### config.mk
export PLATFORM = sky130hd
export DESIGN_NAME = json_value_skip_scanner_core
export DESIGN_NICKNAME = d
export VERILOG_FILES = /design/src/rtl/jvss_pkg.sv /design/src/rtl/json_value_skip_scanner_core.sv
export SDC_FILE = /design/constraint.sdc
export NUM_CORES = 1
export LEC_CHECK = 0
export ABC_AREA = 1
export BUFFER_PORTS_ARGS = -buffer_cell sky130_fd_sc_hd__buf_2
export CAP_MARGIN = 20
export CORE_ASPECT_RATIO = 1.4
export CORE_MARGIN = 3
export CORE_UTILIZATION = 40
export CTS_CLUSTER_DIAMETER = 40
export DETAILED_ROUTE_END_ITERATION = 10
export HOLD_SLACK_MARGIN = 0.1
export SLEW_MARGIN = 10
export SYNTH_ARGS = -nofsm -noshare
export SYNTH_HDL_FRONTEND = slang
export SYNTH_SLANG_ARGS = --single-unit
### constraint.sdc
create_clock -name clk -period 7.9 [get_ports clk]
set_input_delay 1.58 -clock clk [delete_from_list [all_inputs] [get_ports clk]]
set_output_delay 1.58 -clock clk [all_outputs]
set_load 0.005 [all_outputs]
### src/rtl/jvss_pkg.sv
// Shared types and constants for the JSON value skip scanner.
// Depends on nothing; used by json_value_skip_scanner_core.
package jvss_pkg;

    localparam int STACK_DEPTH = 32;
    localparam int IDX_W       = $clog2(STACK_DEPTH);
    localparam int CNT_W       = $clog2(STACK_DEPTH + 1);
    localparam int CHAR_W      = 8;
    localparam int DEPTH_W     = 6;

    typedef logic [CNT_W-1:0]   count_t;
    typedef logic [IDX_W-1:0]   index_t;
    typedef logic [CHAR_W-1:0]  char_t;
    typedef logic [DEPTH_W-1:0] depth_t;

    typedef enum logic [1:0] {
        MARK_SQUOTE  = 2'd0,
        MARK_DQUOTE  = 2'd1,
        MARK_BRACKET = 2'd2,
        MARK_BRACE   = 2'd3
    } mark_t;

    typedef enum logic [1:0] {
        ST_CONT = 2'd0,
        ST_OK   = 2'd1,
        ST_ERR  = 2'd2,
        ST_OVF  = 2'd3
    } status_t;

    localparam char_t CH_NUL      = 8'h00;
    localparam char_t CH_SQUOTE   = 8'h27;
    localparam char_t CH_DQUOTE   = 8'h22;
    localparam char_t CH_LBRACKET = 8'h5B;
    localparam char_t CH_RBRACKET = 8'h5D;
    localparam char_t CH_LBRACE   = 8'h7B;
    localparam char_t CH_RBRACE   = 8'h7D;
    localparam char_t CH_COMMA    = 8'h2C;

endpackage

### src/rtl/json_value_skip_scanner_core.sv
// JSON value skip scanner: bracket matching over a stack of open marks.
// Depends on jvss_pkg (types, mark and status codes, character constants).
//
// Usage:
//   Input channel (in_valid / in_ready / text_char) carries one text byte per
//   transfer. Output channel (out_valid / out_ready / scan_status /
//   nesting_depth) carries one result per input byte, in order.
//   Each byte is decoded against the stack top and stack count in the cycle
//   it is transferred; the stack and count update at that edge and the
//   result lands in the output register, or in the skid register when the
//   output is stalled. Throughput is one byte per cycle while in_ready is
//   high; the only path that sets it is the top-of-stack read and count
//   update.
//   A skid register sits behind the output register: when the receiver
//   stalls, one more result is held there and in_ready then drops until the
//   output register drains. in_ready depends only on local state.
//   Reset clears the stack count, the scan flag and both valid flags; the
//   mark stack itself is not cleared, since only entries pushed in the
//   current scan are ever read.
//   scan_status: 0 continue, 1 success, 2 error, 3 stack overflow. Any
//   nonzero status ends the scan; the next byte starts a fresh one.
module json_value_skip_scanner_core (
    input  logic                clk,
    input  logic                rst_n,
    input  logic                in_valid,
    output logic                in_ready,
    input  jvss_pkg::char_t     text_char,
    output logic                out_valid,
    input  logic                out_ready,
    output logic [1:0]          scan_status,
    output jvss_pkg::depth_t    nesting_depth
);

    // Mark stack (payload, no reset) and scan control state.
    jvss_pkg::mark_t  stack_reg [jvss_pkg::STACK_DEPTH];
    jvss_pkg::count_t count_reg, count_next;
    logic             scan_reg, scan_next;

    // Output register and skid stage.
    logic              out_valid_reg, out_valid_next;
    jvss_pkg::status_t out_status_reg, out_status_next;
    jvss_pkg::depth_t  out_depth_reg, out_depth_next;
    logic              skid_valid_reg, skid_valid_next;
    jvss_pkg::status_t skid_status_reg, skid_status_next;
    jvss_pkg::depth_t  skid_depth_reg, skid_depth_next;

    // Per-byte decode results.
    logic              in_fire;
    logic              out_fire;
    logic              stack_empty;
    logic              stack_full;
    jvss_pkg::mark_t   top_mark;
    jvss_pkg::count_t  count_dec;
    jvss_pkg::count_t  count_res;
    jvss_pkg::status_t res_status;
    jvss_pkg::depth_t  res_depth;
    logic              do_push;
    jvss_pkg::mark_t   push_mark;

    assign in_ready    = !skid_valid_reg;
    assign in_fire     = in_valid && in_ready;
    assign out_fire    = out_valid_reg && out_ready;
    assign out_valid   = out_valid_reg;
    assign scan_status = out_status_reg;
    assign nesting_depth = out_depth_reg;

    // Stack count is held at zero whenever no scan is in progress, so it
    // serves directly as the count at the start of a new scan.
    assign stack_empty = (count_reg == '0);
    assign stack_full  = (count_reg == jvss_pkg::count_t'(jvss_pkg::STACK_DEPTH));
    assign count_dec   = count_reg - jvss_pkg::count_t'(1);
    assign top_mark    = stack_reg[count_dec[jvss_pkg::IDX_W-1:0]];

    // Decode one byte against the stack top.
    always_comb
    begin
        res_status = jvss_pkg::ST_CONT;
        count_res  = count_reg;
        do_push    = 1'b0;
        push_mark  = jvss_pkg::MARK_SQUOTE;

        if (!scan_reg && text_char == jvss_pkg::CH_NUL) begin
            // Zero byte as the first byte of a scan: error, no scan started.
            res_status = jvss_pkg::ST_ERR;
        end
        else begin
            unique case (text_char) inside
                jvss_pkg::CH_SQUOTE, jvss_pkg::CH_DQUOTE:
                begin
                    push_mark = (text_char == jvss_pkg::CH_DQUOTE) ?
                                jvss_pkg::MARK_DQUOTE : jvss_pkg::MARK_SQUOTE;
                    if (!stack_empty && top_mark == push_mark) begin
                        count_res = count_dec;
                    end
                    else if (stack_full) begin
                        res_status = jvss_pkg::ST_OVF;
                    end
                    else begin
                        do_push = 1'b1;
                    end
                end
                jvss_pkg::CH_RBRACKET:
                begin
                    if (!stack_empty && top_mark == jvss_pkg::MARK_BRACKET) begin
                        count_res = count_dec;
                    end
                    else begin
                        res_status = jvss_pkg::ST_ERR;
                    end
                end
                jvss_pkg::CH_RBRACE:
                begin
                    if (!stack_empty && top_mark == jvss_pkg::MARK_BRACE) begin
                        count_res = count_dec;
                    end
                    else begin
                        res_status = stack_empty ? jvss_pkg::ST_OK : jvss_pkg::ST_ERR;
                    end
                end
                jvss_pkg::CH_LBRACKET, jvss_pkg::CH_LBRACE:
                begin
                    push_mark = (text_char == jvss_pkg::CH_LBRACKET) ?
                                jvss_pkg::MARK_BRACKET : jvss_pkg::MARK_BRACE;
                    if (stack_full) begin
                        res_status = jvss_pkg::ST_OVF;
                    end
                    else begin
                        do_push = 1'b1;
                    end
                end
                jvss_pkg::CH_COMMA:
                begin
                    if (stack_empty) begin
                        res_status = jvss_pkg::ST_OK;
                    end
                end
                jvss_pkg::CH_NUL:
                begin
                    res_status = stack_empty ? jvss_pkg::ST_OK : jvss_pkg::ST_ERR;
                end
                default:
                begin
                    // Any other byte leaves the stack alone.
                end
            endcase
            if (do_push) begin
                count_res = count_reg + jvss_pkg::count_t'(1);
            end
        end

        res_depth = jvss_pkg::depth_t'(count_res);
    end

    // Next state for scan control and the output/skid pair.
    always_comb
    begin
        count_next       = count_reg;
        scan_next        = scan_reg;
        out_valid_next   = out_valid_reg;
        out_status_next  = out_status_reg;
        out_depth_next   = out_depth_reg;
        skid_valid_next  = skid_valid_reg;
        skid_status_next = skid_status_reg;
        skid_depth_next  = skid_depth_reg;

        if (in_fire) begin
            // Any stop empties the stack and ends the scan.
            if (res_status != jvss_pkg::ST_CONT) begin
                count_next = '0;
                scan_next  = 1'b0;
            end
            else begin
                count_next = count_res;
                scan_next  = 1'b1;
            end
        end

        // Drain: advance the skid into the output register, or drop the
        // output valid when a transfer leaves nothing behind.
        if (out_fire) begin
            out_valid_next = skid_valid_reg;
            out_status_next = skid_status_reg;
            out_depth_next  = skid_depth_reg;
            skid_valid_next = 1'b0;
        end

        // Fill: a new result goes to the output register when it is free
        // (or being emptied), otherwise hold it in the skid stage.
        if (in_fire) begin
            if (!out_valid_reg || out_ready) begin
                out_valid_next  = 1'b1;
                out_status_next = res_status;
                out_depth_next  = res_depth;
            end
            else begin
                skid_valid_next  = 1'b1;
                skid_status_next = res_status;
                skid_depth_next  = res_depth;
            end
        end
    end

    always_ff @(posedge clk or negedge rst_n)
    begin
        if (!rst_n) begin
            count_reg      <= '0;
            scan_reg       <= 1'b0;
            out_valid_reg  <= 1'b0;
            skid_valid_reg <= 1'b0;
        end
        else begin
            count_reg      <= count_next;
            scan_reg       <= scan_next;
            out_valid_reg  <= out_valid_next;
            skid_valid_reg <= skid_valid_next;
        end
    end

    always_ff @(posedge clk)
    begin
        out_status_reg  <= out_status_next;
        out_depth_reg   <= out_depth_next;
        skid_status_reg <= skid_status_next;
        skid_depth_reg  <= skid_depth_next;
    end

    // Push writes the slot just above the current top.
    always_ff @(posedge clk)
    begin
        if (in_fire && do_push) begin
            stack_reg[count_reg[jvss_pkg::IDX_W-1:0]] <= push_mark;
        end
    end

`ifndef SYNTH
    a_count_bound: assert property (@(posedge clk) disable iff (!rst_n)
        count_reg <= jvss_pkg::count_t'(jvss_pkg::STACK_DEPTH))
        else $error("stack count above stack depth");

    a_idle_empty: assert property (@(posedge clk) disable iff (!rst_n)
        !scan_reg |-> count_reg == '0)
        else $error("stack not empty outside a scan");

    a_skid_behind_out: assert property (@(posedge clk) disable iff (!rst_n)
        skid_valid_reg |-> out_valid_reg)
        else $error("skid holds a result while output register is empty");

    a_stop_clears: assert property (@(posedge clk) disable iff (!rst_n)
        in_fire && res_status != jvss_pkg::ST_CONT |=> count_reg == '0 && !scan_reg)
        else $error("stop did not end the scan");

    a_push_not_full: assert property (@(posedge clk) disable iff (!rst_n)
        in_fire && do_push |-> !stack_full)
        else $error("push on a full stack");
`endif

endmodule

* Word level (Yosys, flattened, before mapping) *
Memories as Yosys holds them, arrays and structs flattened.
Cells that the tools add are included.
W data, S select, Z words.

operators by class
  reductions and logical operators = 18
  eq/ne operators = 11
  bitwise gates (word level) = 1
  add/subtract/negate cells = 2
  muxes and demuxes = 39

operators with widths
  cell                   number
  $mux W6                9
  $eq A8 B7 Y1 const B   4
  $eq A8 B6 Y1 const B   3
  $mux W2                10
  $pmux W6 S3            1
  $mux W1                16
  $pmux W2 S6            1
  $logic_not A8 Y1       1
  $logic_and A1 B1 Y1    7
  $add A6 B1 Y6 const B  1
  $eq A6 B6 Y1 const B   1
  $logic_not A6 Y1       1
  $sub A6 B1 Y6 const B  1
  $eq A2 B2 Y1 const B   2
  $logic_not A1 Y1       4
  $pmux W2 S2            1
  $reduce_or A2 Y1       2
  $eq A2 B1 Y1           1
  $pmux W1 S2            1
  $reduce_and A2 Y1      1
  $reduce_bool A2 Y1     1
  $logic_or A1 B1 Y1     1
  $not A1 Y1             1

word-level totals
  memories = 1
  bits in writable memories = 64
  register bits = 25
  output and inout port bits = 10

memory list
  memory     words  bits a word  read ports  clocked after Yosys merged registers in  write ports  line                                text
  stack_reg  32     2            1           0                                        1            json_value_skip_scanner_core.sv:35  jvss_pkg::mark_t stack_reg [jvss_pkg::STACK_DEPTH];

* Logic depth before layout (Yosys ltp) *
Gate-level depths: netlist of the first run.

  depth in word-level cells = 11
  depth in mapped cells = 23

* Least setup slack after synthesis of the first run *
No wires, ideal clock.

  path type = input -> register
  start = input text_char[4]
  end = memory stack_reg[0][0] (netlist name) (data pin)
  arrival time = 3,180 ps
  data required time = 7,446 ps
  buffers on the path = 0
  path slack = 4,266 ps
  library setup time = 454 ps
  stages on the path = 6
  cell sequence = inv_1 > nor2_1 > nand2_1 > inv_1 > nand2_1 > o21ai_0

between the ends
  longest elaborated chain between the ends = 4

RTL lines
  item                                        line                                 text
  from (decl)                                 json_value_skip_scanner_core.sv:27   input jvss_pkg::char_t text_char,
  $eq A8 B7 Y1, or another cell as far along  json_value_skip_scanner_core.sv:122  push_mark = (text_char == jvss_pkg::CH_LBRACKET) ?
  $mux W1, or another cell as far along       json_value_skip_scanner_core.sv:122
  $pmux W2 S2                                 json_value_skip_scanner_core.sv:87   unique case (text_char) inside
  $mux W2 *                                   json_value_skip_scanner_core.sv:82   if (!scan_reg && text_char == jvss_pkg::CH_NUL) begin
  net push_mark[0]                            json_value_skip_scanner_core.sv:58   jvss_pkg::mark_t push_mark;
  to (decl)                                   json_value_skip_scanner_core.sv:35

Mark *: on every way through the listed nets, which the timed path passes. The rest lies on a longest branch.

* Worst setup path after layout of the first run *
  start = register count_reg[0]
  end = memory stack_reg[8][1] (netlist name), enable pin

between the ends
  longest elaborated chain between the ends = 11

RTL lines
  item                           line                                 text
  from (decl)                    json_value_skip_scanner_core.sv:36   jvss_pkg::count_t count_reg, count_next;
  from (signal assigned)         json_value_skip_scanner_core.sv:212  count_reg <= count_next;
  $sub A6 B1 Y6                  json_value_skip_scanner_core.sv:71   assign count_dec = count_reg - jvss_pkg::count_t'(1);
  $mem_v2 Z32 W2                 -
  $eq A2 B1 Y1                   json_value_skip_scanner_core.sv:92   if (!stack_empty && top_mark == push_mark) begin
  $logic_and A1 B1 Y1            json_value_skip_scanner_core.sv:92
  $mux W1                        json_value_skip_scanner_core.sv:92
  $pmux W1 S2                    json_value_skip_scanner_core.sv:87
  $mux W1 (2 in series)          json_value_skip_scanner_core.sv:82
  $logic_and A1 B1 Y1            json_value_skip_scanner_core.sv:230  if (in_fire && do_push) begin
  $mux W1                        json_value_skip_scanner_core.sv:230
  $mux W1 (implied by the code)  json_value_skip_scanner_core.sv:231  stack_reg[count_reg[jvss_pkg::IDX_W-1:0]] <= push_mark;

Several ways; a longest one is shown, not always the timed one. The select of a mux whose other input is x is not followed.

==> key figures, run 1 <==
Run status
  – Status: complete, no violations

Placement
  – Routability Congestion: just over 0.9
  – IO Port Bufs: 21
  – DP Area: between 0.004 and 0.005 mm^2
  – DP HPWL: around 8.7 mm

Setup path
  – Worst R2R Setup Slack: 3.99 ns
  – Setup CP Type: reg -> reg
  – RR Endpoint: stack_reg[8][1]$_DFFE_PP_
  – Critical Path Start Type: flop
  – Max FO, Critical Path: 38
  – CP arrival: between 3 and 4 ns
  – Crit path required time: between 7 and 8 ns
  – Reg2Reg Depth: 16
  – Reg2reg start: count_reg[0]$_DFFE_PN0P_
  – Critical Path End Type: flop

Routing
  – Remaining DRCs: 0
  – Vias: 3719
  – Vias per cell: ~5.2
  – Final ANT Viol Nets: 0
  – Detailed Route WL: ~12 mm
  – Initial detailed-routing violation count: around 250
  – DR pass1 iterations: 5
  – Drt wl/cell: approximately 16 um

Yosys
  – Fraction of the mapped netlist area in simple logic gates: 0.332
  – Post-Syn Nets: 566
  – Post-synth cell types: 30
  – Compound-Gate Fraction of Synth Area: 0.0310
  – Syn Std Cell Area: 0.00461 mm^2
  – Synth warn: 0
  – Register bit total from synthesis: 89
  – Post-synthesis xor/xnor area fraction: 0.00570
  – Register area share after synthesis: 0.553
  – Mux share of post-synthesis cell area: 0
  – Syn_area_per_cell: around 8.4 um^2
  – Largest family of logic cells by synthesized area: simple AND/OR/NAND/NOR gates
  – Synth Area in Adders: 0.0136
  – Synthesized instance count: 549

Job
  – Max Cap Viol: 0

Die
  – CORE AREA: approximately 0.011 mm^2
  – Die Area: approximately 0.013 mm^2
  – Row cnt: 45
  – Die Ht: about 130 um
  – Io pins: 22
  – Die span in x: about 97 um
  – Initial Util: 0.417

STA
  – RSZ-0062 raised after global routing: false
  – Fmax: around 260 MHz
  – Skew final: about 0.0076 ns
  – Final Hold Fails: 0
  – Relative slew margins: 0.342
  – Fin. max-slew vios: 0
  – Fin crit period: 3.91 ns
  – Final setup violation count: 0
  – Final Cycle Share: 0.494
  – Worst-Margin Slew: between 0.9 and 1 ns
  – Setup_tns: 0 ns

Clock tree
  – Hold_buf cts: 0
  – CTS resizes: 0
  – CTS Sinks: just under 90
  – Clock-pin transition on the worst setup and hold timing paths: ~0.060 ns
  – TritonCTS clock tree: done
  – CTS H-tree lvls: 3
  – Post-CTS setup buffer count: 0
  – Clock Latency Late Sink: 0.34 ns
  – Max clock buf depth: 2
  – CTS buffer count: 9
  – CTS root buffer: clkbuf_16

Hold path
  – Hold Path End: scan_status[1]$_DFF_P_
  – Hold Crit Class: reg -> reg
  – Worst Hold Path Cells: 2
  – HP Start: scan_status[1]$_DFF_P_

Global route
  – Vias in the first global route: 3619
  – Wire length of the first global-routing pass: ~19 mm
  – GRT Total Usage: 0.186
  – Largest net degree at the start of global routing: 39
  – Grt total ovfl: 0
  – Initial antenna violation count: 0

Layout
  – Max FFs per register: 64
  – Fill cells: roughly 1100
  – Share of layout cells above drive strength 1: 0.101
  – Design area: 0.00516 mm^2
  – Nets: 585
  – Commonest non-fill, non-tap cells in the layout: 174 x nand2_1, 83 x nand3_1, 72 x edfxtp_1
  – Area growth syn-to-layout: 12.1%
  – Antenna Cells: 0
  – Commonest non-fill, non-tap cell in the layout: nand2_1
  – Fin util: 0.468

Pwr
  – PD cells: roughly 190 mW/mm^2
  – Leakage: 2.20 nW
  – Max IR drop VDD: 0.000115 V
-- logic make-up (layout without fill, tap and decap cells) --
logic type | Yosys count | count (layout)
adders and majority gates | 5 | 5
xor gates and xnor gates | 3 | 3
buffers and inverters | 72 | 96
DFF | 89 | 89
and+or+nand+nor | 354 | 354
AOI/OAI and AO/OA | 26 | 26
-- synth_stat cells --
library cell | n | area share
nand2_1 | 174 | 0.14
nand3_1 | 83 | 0.090
edfxtp_1 | 72 | 0.47
nor2_1 | 65 | 0.053
inv_1 | 50 | 0.041
o21ai_0 | 13 | 0.014
dfrtp_1 | 9 | 0.049
dfxtp_1 | 8 | 0.035
nand2_2 | 8 | 0.011
nor3_1 | 8 | 0.0087
nand4_1 | 7 | 0.0095
buf_2 | 6 | 0.0065
a21oi_1 | 5 | 0.0054
buf_4 | 5 | 0.0082
ha_1 | 5 | 0.014
clkbuf_1 | 4 | 0.0033
inv_2 | 4 | 0.0033
nor2_4 | 3 | 0.0073
o21ai_1 | 3 | 0.0033
xor2_1 | 3 | 0.0057
and2_1 | 2 | 0.0027
clkinv_1 | 2 | 0.0016
nor4_1 | 2 | 0.0027
o211ai_1 | 2 | 0.0033
inv_4 | 1 | 0.0014
nand3_2 | 1 | 0.0022
nand4_2 | 1 | 0.0027
o21ai_2 | 1 | 0.0019
o22ai_1 | 1 | 0.0014
o31ai_1 | 1 | 0.0016
-- metrics by stage --
step                      total power, W  worst slack, ns  cells  hold slack, ns
after global routing            0.000998             3.51    714           0.503
final                           0.000968             3.99    714           0.475
after detailed placement        0.000521             3.38    697           0.465
after floorplan                 0.000515             4.27    549           0.450
after CTS                       0.000975             3.35    713           0.478
after global placement          0.000521             3.49    697           0.450
-- layout make-up --
cell class | instances | area (um^2) | share of cell area
clock buffers | 9 | 225 | 0.0436
clock inverters | 7 | 100 | 0.0194
inverters | 57 | 216 | 0.0419
multi-input cells | 388 | 1760 | 0.341
flip-flops and latches | 89 | 2550 | 0.493
well taps | 141 | 176 | 0.0342
repair buffers | 23 | 140 | 0.0271
-- routing by layer --
| layer | share of wire | GRT usage | wire (um) |
|---|---|---|---|
| met5 | 0 | 0 | 0 |
| met4 | 0.050 | 0.106 | 571 |
| met3 | 0.045 | 0.0348 | 522 |
| met2 | 0.52 | 0.334 | 6010 |
| met1 | 0.38 | 0.204 | 4400 |
-- where the power goes --
part / leakage (nW) / switching, W / internal, W
sequential: 0.701 / 0 / 0.000501
combinational: 1.35 / 0.00000664 / 0.00000357
clock: 0.154 / 0.000177 / 0.000279
-- how the worst max path moves through the flow --
stage | startpoint | to | slack (ns) | cells past startpoint
2_1_floorplan | text_char[4] | stack_reg[0][0]$_DFFE_PP_ | 4.27 | 6
3_3_place_gp | count_reg[0]$_DFFE_PN0P_ | stack_reg[1][0]$_DFFE_PP_ | 3.49 | 16
3_5_place_dp | count_reg[0]$_DFFE_PN0P_ | stack_reg[9][0]$_DFFE_PP_ | 3.38 | 16
4_1_cts | count_reg[0]$_DFFE_PN0P_ | stack_reg[9][1]$_DFFE_PP_ | 3.35 | 16
5_1_grt | count_reg[0]$_DFFE_PN0P_ | stack_reg[4][1]$_DFFE_PP_ | 3.51 | 16
6_report | count_reg[0]$_DFFE_PN0P_ | stack_reg[8][1]$_DFFE_PP_ | 3.99 | 16
-- worst max-delay path: stages (launching register included) --
cell     delay, ns
dfrtp_1       0.61
inv_4         0.24
ha_1          0.68
inv_2         0.26
nand3_1       0.17
nand3_1       0.08
nand3_1       0.12
nand3_1       0.11
nand2_1       0.17
nand2_2       0.09
nand3_2       0.13
nand3_1       0.10
nand2_2       0.17
inv_2         0.09
nor2_4        0.17
nand2_2       0.16
nor2_1        0.22
No activity file was read; power rests on OpenSTA's default activity.
==> run 2, diff against run 1 <==
==> constraint.sdc (replaced) <==
create_clock -name clk -period 3.49 [get_ports clk]
set_input_delay 0.698 -clock clk [delete_from_list [all_inputs] [get_ports clk]]
set_output_delay 0.698 -clock clk [all_outputs]
set_load 0.005 [all_outputs]
==> key figures, run 2 (synthesis gave the netlist of run 1 again) <==
Run status
  – Status: complete, no violations

Clock tree
  – TritonCTS clock tree: done
  – Post-CTS setup buffer count: 0
  – Max clock buf depth: 2
  – Clock-pin transition on the worst setup and hold timing paths: about 0.07 ns
  – Clock Latency Late Sink: about 0.35 ns
  – CTS root buffer: clkbuf_16
  – CTS resizes: 0
  – CTS H-tree lvls: 3
  – Hold_buf cts: 0
  – CTS Sinks: just under 90
  – CTS buffer count: 9

STA
  – Worst-Margin Slew: roughly 0.66 ns
  – Final setup violation count: 0
  – RSZ-0062 raised after global routing: true
  – Final Cycle Share: 0.907
  – Fin. max-slew vios: 0
  – Relative slew margins: 0.556
  – Fmax: 316 MHz
  – Skew final: a little over 0.008 ns
  – Final Hold Fails: 0
  – Fin worst setup slack: ~0.32 ns
  – Fin crit period: around 3.2 ns

Layout
  – Area growth syn-to-layout: 13.1%
  – Share of layout cells above drive strength 1: 0.121
  – Max FFs per register: 64
  – Nets: approximately 600
  – Antenna Cells: 0
  – Commonest non-fill, non-tap cell in the layout: nand2_1
  – Commonest non-fill, non-tap cells in the layout: 174 x nand2_1, 83 x nand3_1, 72 x edfxtp_1
  – Fin cells: between 700 and 800

Pwr
  – Leakage: about 2.2 nW
  – PD cells: between 400 and 500 mW/mm^2
  – Max IR drop VDD: around 0.00027 V

Routing
  – Vias: ~3800
  – Drt wl/cell: 16.0 um
  – Remaining DRCs: 0
  – DR pass1 iterations: 5
  – Vias per cell: about 5.3
  – Detailed Route WL: about 12 mm
  – Final ANT Viol Nets: 0
  – Initial detailed-routing violation count: roughly 200

Setup path
  – Critical Path Start Type: flop
  – Max stage delay cell, worst path: dfrtp_2
  – CP arrival: ~3.2 ns
  – Most used cell along the critical path: nand3_1
  – Cells along the critical path: inv_1, ha_1, buf_4, nand3_1, nand3_1, nand3_1, nand3_1, nand2_1, nand2_2, nand3_2, nand3_1, nand2_2, inv_2, nor2_4, nand2_2, nor2_1
  – Setup CP Type: reg -> reg
  – Worst path bufs/invs: 3
  – Max FO, Critical Path: 16
  – CP delay by family, top: simple AND/OR/NAND/NOR gates
  – Critical Path End Type: flop
  – Largest stage delay on the critical path: 0.45 ns
  – Crit path required time: ~3.5 ns

Global route
  – GRT Total Usage: 0.184
  – Largest net degree at the start of global routing: 38
  – Grt total ovfl: 0
  – Initial antenna violation count: 0
  – Wire length of the first global-routing pass: ~19 mm
  – Vias in the first global route: between 3000 and 4000

Placement
  – IO Port Bufs: 21
  – Setup slack at placement: between 0.2 and 0.25 ns
  – Routability Congestion: approximately 0.9
  – DP HPWL: around 8.4 mm
  – Total placed cells including tap cells: ~700

Die
  – Initial Util: 0.417
  – Row cnt: 45
  – CORE AREA: 0.0110 mm^2
  – Die Ht: about 130 um
  – Io pins: 22
  – Die span in x: between 90 and 100 um
  – Die Area: approximately 0.013 mm^2

Hold path
  – Hold Crit Class: in -> async

Job
  – Max Cap Viol: 0
-- run 2: cell count changes in the layout (fill, tap and decap cells not counted), sizes merged --
cell      delta
clkinvlp     -2
buf          +6
clkinv       +2
-- run 2: layout make-up --
cell class / count / area (um^2)
Inverter: 57 / 219
Timing Repair Buffer: 29 / 165
Tap cell: 141 / 176
Fill cell: 1092 / 5830
Clock buffer: 9 / 225
Sequential cell: 89 / 2550
Multi-Input combinational cell: 388 / 1770
Clock inverter: 7 / 103
-- run 2: final timing paths --
kind / start / end / slack [ns] / cells past startpoint
worst max-delay path: count_reg[1]$_DFFE_PN0P_ / stack_reg[29][1]$_DFFE_PP_ / 0.32 / 16
worst min-delay path: rst_n / count_reg[5]$_DFFE_PN0P_ / 0.21 / 1
worst max register to register: count_reg[1]$_DFFE_PN0P_ / stack_reg[29][1]$_DFFE_PP_ / 0.32 / 16
worst min register to register: scan_status[1]$_DFF_P_ / scan_status[1]$_DFF_P_ / 0.46 / 2
max in group asynchronous: rst_n / count_reg[1]$_DFFE_PN0P_ / 3.06 / 1
min in group clk: scan_status[1]$_DFF_P_ / scan_status[1]$_DFF_P_ / 0.46 / 2
-- run 2: stage by stage --
stage                     area [um^2]  utilization  total power (W)  hold WS, ns  TNS, ns
after global routing             5210        0.472          0.00228        0.219  -0.0876
after CTS                        5190        0.471          0.00223        0.216        0
after floorplan                  4610            -          0.00117        0.402        0
final                            5210        0.472          0.00222        0.206        0
after detailed placement         4860        0.441          0.00118        0.457        0
after global placement           4860        0.441          0.00118        0.452        0
-- run 2: where the power goes --
group	total, W	switching, W	internal (W)
clock network	0.00106	0.000425	0.000636
logic	0.0000234	0.0000152	0.00000815
registers	0.00113	0	0.00113
total	0.00222	0.000440	0.00178
-- run 2: worst reg2reg max path: stages, from the launching register on --
cell     delay (ns)
dfrtp_2        0.45
inv_1          0.14
ha_1           0.29
buf_4          0.22
nand3_1        0.14
nand3_1        0.09
nand3_1        0.12
nand3_1        0.11
nand2_1        0.15
nand2_2        0.09
nand3_2        0.13
nand3_1        0.10
nand2_2        0.17
inv_2          0.09
nor2_4         0.17
nand2_2        0.19
nor2_1         0.23
-- run 2: metal layers --
layer | part of all wire | vias to the layer above | track usage
met5 | 0 | - | 0
met4 | 0.045 | 0 | 0.101
met3 | 0.042 | 31 | 0.0332
met2 | 0.52 | 109 | 0.324
met1 | 0.40 | 1801 | 0.208
li1 | - | 1861 | -
==> run 3, diff against run 2 <==
--- a/config.mk
+++ b/config.mk
@@ -14,6 +14,7 @@
 export CTS_CLUSTER_DIAMETER = 40
 export DETAILED_ROUTE_END_ITERATION = 10
 export HOLD_SLACK_MARGIN = 0.1
+export REMOVE_ABC_BUFFERS = 1
 export SLEW_MARGIN = 10
 export SYNTH_ARGS = -nofsm -noshare
 export SYNTH_HDL_FRONTEND = slang
==> key figures, run 3 (synthesis gave the netlist of run 1 again) <==
Clock tree
  – CTS buffer count: 9
  – Max clock buf depth: 2
  – CTS H-tree lvls: 3
  – Clock-pin transition on the worst setup and hold timing paths: 0.07 ns
  – Clock Latency Late Sink: 0.35 ns
  – CTS Sinks: just under 90
  – CTS root buffer: clkbuf_16
  – TritonCTS clock tree: done
  – Post-CTS setup buffer count: 0

Pwr
  – PD cells: between 400 and 500 mW/mm^2
  – Seq pwr share: 0.535
  – Net Sw Frac: 0.201
  – Gate power share: 0.011
  – Max IR drop VDD: 0.000238 V
  – Leakage: roughly 2.2 nW
  – Switching power: about 0.00043 W
  – Clock power frac: 0.454
  – Pint: around 0.0017 W

STA
  – Fin crit period: about 3.2 ns
  – Final hold slack: 0.204 ns
  – Final setup violation count: 0
  – Fin worst setup slack: roughly 0.30 ns
  – Worst-Margin Slew: 0.660 ns
  – Fmax: roughly 310 MHz
  – Relative slew margins: 0.559
  – RSZ-0062 raised after global routing: false
  – Fin. max-slew vios: 0
  – Final Cycle Share: 0.914
  – Final Hold Fails: 0
  – Skew final: roughly 0.0053 ns

Global route
  – Grt total ovfl: 0
  – Vias in the first global route: around 3700
  – Largest net degree at the start of global routing: 38
  – GRT Total Usage: 0.181
  – Wire length of the first global-routing pass: about 18 mm
  – Initial antenna violation count: 0

Layout
  – Commonest non-fill, non-tap cells in the layout: 174 x nand2_1, 83 x nand3_1, 72 x edfxtp_1
  – Register area: roughly 0.0025 mm^2
  – Area of the multi-input gates: 0.00177 mm^2
  – Fin cells: between 700 and 800
  – Design area: between 0.005 and 0.006 mm^2
  – Fill cells: around 1100
  – Antenna Cells: 0
  – Area growth syn-to-layout: 12.2%
  – Commonest non-fill, non-tap cell in the layout: nand2_1
  – Share of layout cells above drive strength 1: 0.116
  – Fin util: 0.468
  – Nets: between 500 and 600
  – Max FFs per register: 64

Routing
  – Detailed Route WL: 11.3 mm
  – Drt wl/cell: 15.7 um
  – Remaining DRCs: 0
  – Initial detailed-routing violation count: approximately 200
  – Final ANT Viol Nets: 0
  – Vias per cell: roughly 5.2
  – DR pass1 iterations: 4
  – Vias: between 3000 and 4000

Die
  – Initial Util: 0.417
  – Die Area: 0.0129 mm^2
  – Io pins: 22
  – Row cnt: 45
  – Die Ht: 133 um
  – CORE AREA: between 0.01 and 0.015 mm^2
  – Die span in x: approximately 97 um

Setup path
  – Critical Path Start Type: flop
  – CP arrival: roughly 3.2 ns
  – Critical Path End Type: flop
  – Crit path required time: between 3 and 4 ns
  – Max FO, Critical Path: 10
  – Largest stage delay on the critical path: around 0.45 ns
  – CP delay by family, top: simple AND/OR/NAND/NOR gates
  – Setup CP Type: reg -> reg
  – Max stage delay cell, worst path: dfrtp_2
  – Worst path bufs/invs: 3
  – Most used cell along the critical path: nand3_1
  – Cells along the critical path: inv_1, ha_2, buf_4, nand3_1, nand3_1, nand3_1, nand3_1, nand2_1, nand2_2, nand3_2, nand3_1, nand2_2, inv_2, nor2_4, nand2_2, nor2_1

Placement
  – DP Area: 0.00486 mm^2
  – Setup slack at placement: around 0.22 ns
  – DP HPWL: 8.53 mm
  – IO Port Bufs: 21
  – Routability Congestion: 0.914
  – Total placed cells including tap cells: 704

Hold path
  – Hold Crit Class: in -> async

Run status
  – Status: complete, no violations

Job
  – Max Cap Viol: 0
==> run 3: changes by cell type in the layout (fill, tap and decap cells not counted), sizes merged <==
cell	previous run	this run
bufinv	2	1
clkinvlp	0	1
inv	57	56
==> run 3: timing repair <==
item / CTS / global route
gates resized for setup: 0 / 5
endpoints found under the setup margin: 0 / 58
hold buffers: 0 / 0
==> run 3: final cells by class <==
type                            count  area share
Multi-Input combinational cell    388       0.342
Timing Repair Buffer               29      0.0320
Clock inverter                      6      0.0131
Sequential cell                    89       0.493
Tap cell                          141      0.0341
Inverter                           57      0.0419
Clock buffer                        9      0.0436
==> run 3: per-layer routing <==
| layer | GRT usage | wire length (um) | vias up | share of wire |
|---|---|---|---|---|
| met3 | 0.0432 | 434 | 32 | 0.038 |
| li1 | - | - | 1856 | - |
| met2 | 0.323 | 5830 | 78 | 0.52 |
| met5 | 0 | 0 | - | 0 |
| met4 | 0.105 | 543 | 0 | 0.048 |
| met1 | 0.194 | 4510 | 1744 | 0.40 |
==> run 3: path summary, 6_finish.rpt <==
path | slack [ns] | to | cells past startpoint | startpoint
max in group asynchronous | 3.07 | count_reg[1]$_DFFE_PN0P_ | 1 | rst_n
min | 0.20 | count_reg[3]$_DFFE_PN0P_ | 1 | rst_n
max | 0.30 | stack_reg[20][1]$_DFFE_PP_ | 16 | count_reg[1]$_DFFE_PN0P_
min in group clk | 0.47 | scan_status[1]$_DFF_P_ | 2 | scan_status[1]$_DFF_P_
max reg2reg | 0.30 | stack_reg[20][1]$_DFFE_PP_ | 16 | count_reg[1]$_DFFE_PN0P_
min reg2reg | 0.47 | scan_status[1]$_DFF_P_ | 2 | scan_status[1]$_DFF_P_
==> run 3: power by group through the flow <==
stage / clock (W) / combinational (W) / sequential (W)
2_1_floorplan: 0 / 0.0000100 / 0.00116
3_3_place_gp: 0 / 0.0000226 / 0.00116
3_5_place_dp: 0 / 0.0000232 / 0.00116
4_1_cts: 0.000980 / 0.0000232 / 0.00113
5_1_grt: 0.00103 / 0.0000267 / 0.00113
6_report: 0.000963 / 0.0000231 / 0.00113
==> run 3: through the flow <==
stage	TNS, ns	total power, W
after floorplan	-9.12	0.00117
after CTS	0	0.00214
after global routing	0	0.00219
after detailed placement	0	0.00118
final	0	0.00212
after global placement	0	0.00118
==> run 3: worst reg2reg max path, delay by kind of cell, from the launching register on <==
family | cells | cell delay, ns
buffers and inverters | 3 | 0.44
DFF | 1 | 0.45
and+or+nand+nor | 12 | 1.66
adders and majority gates | 1 | 0.35
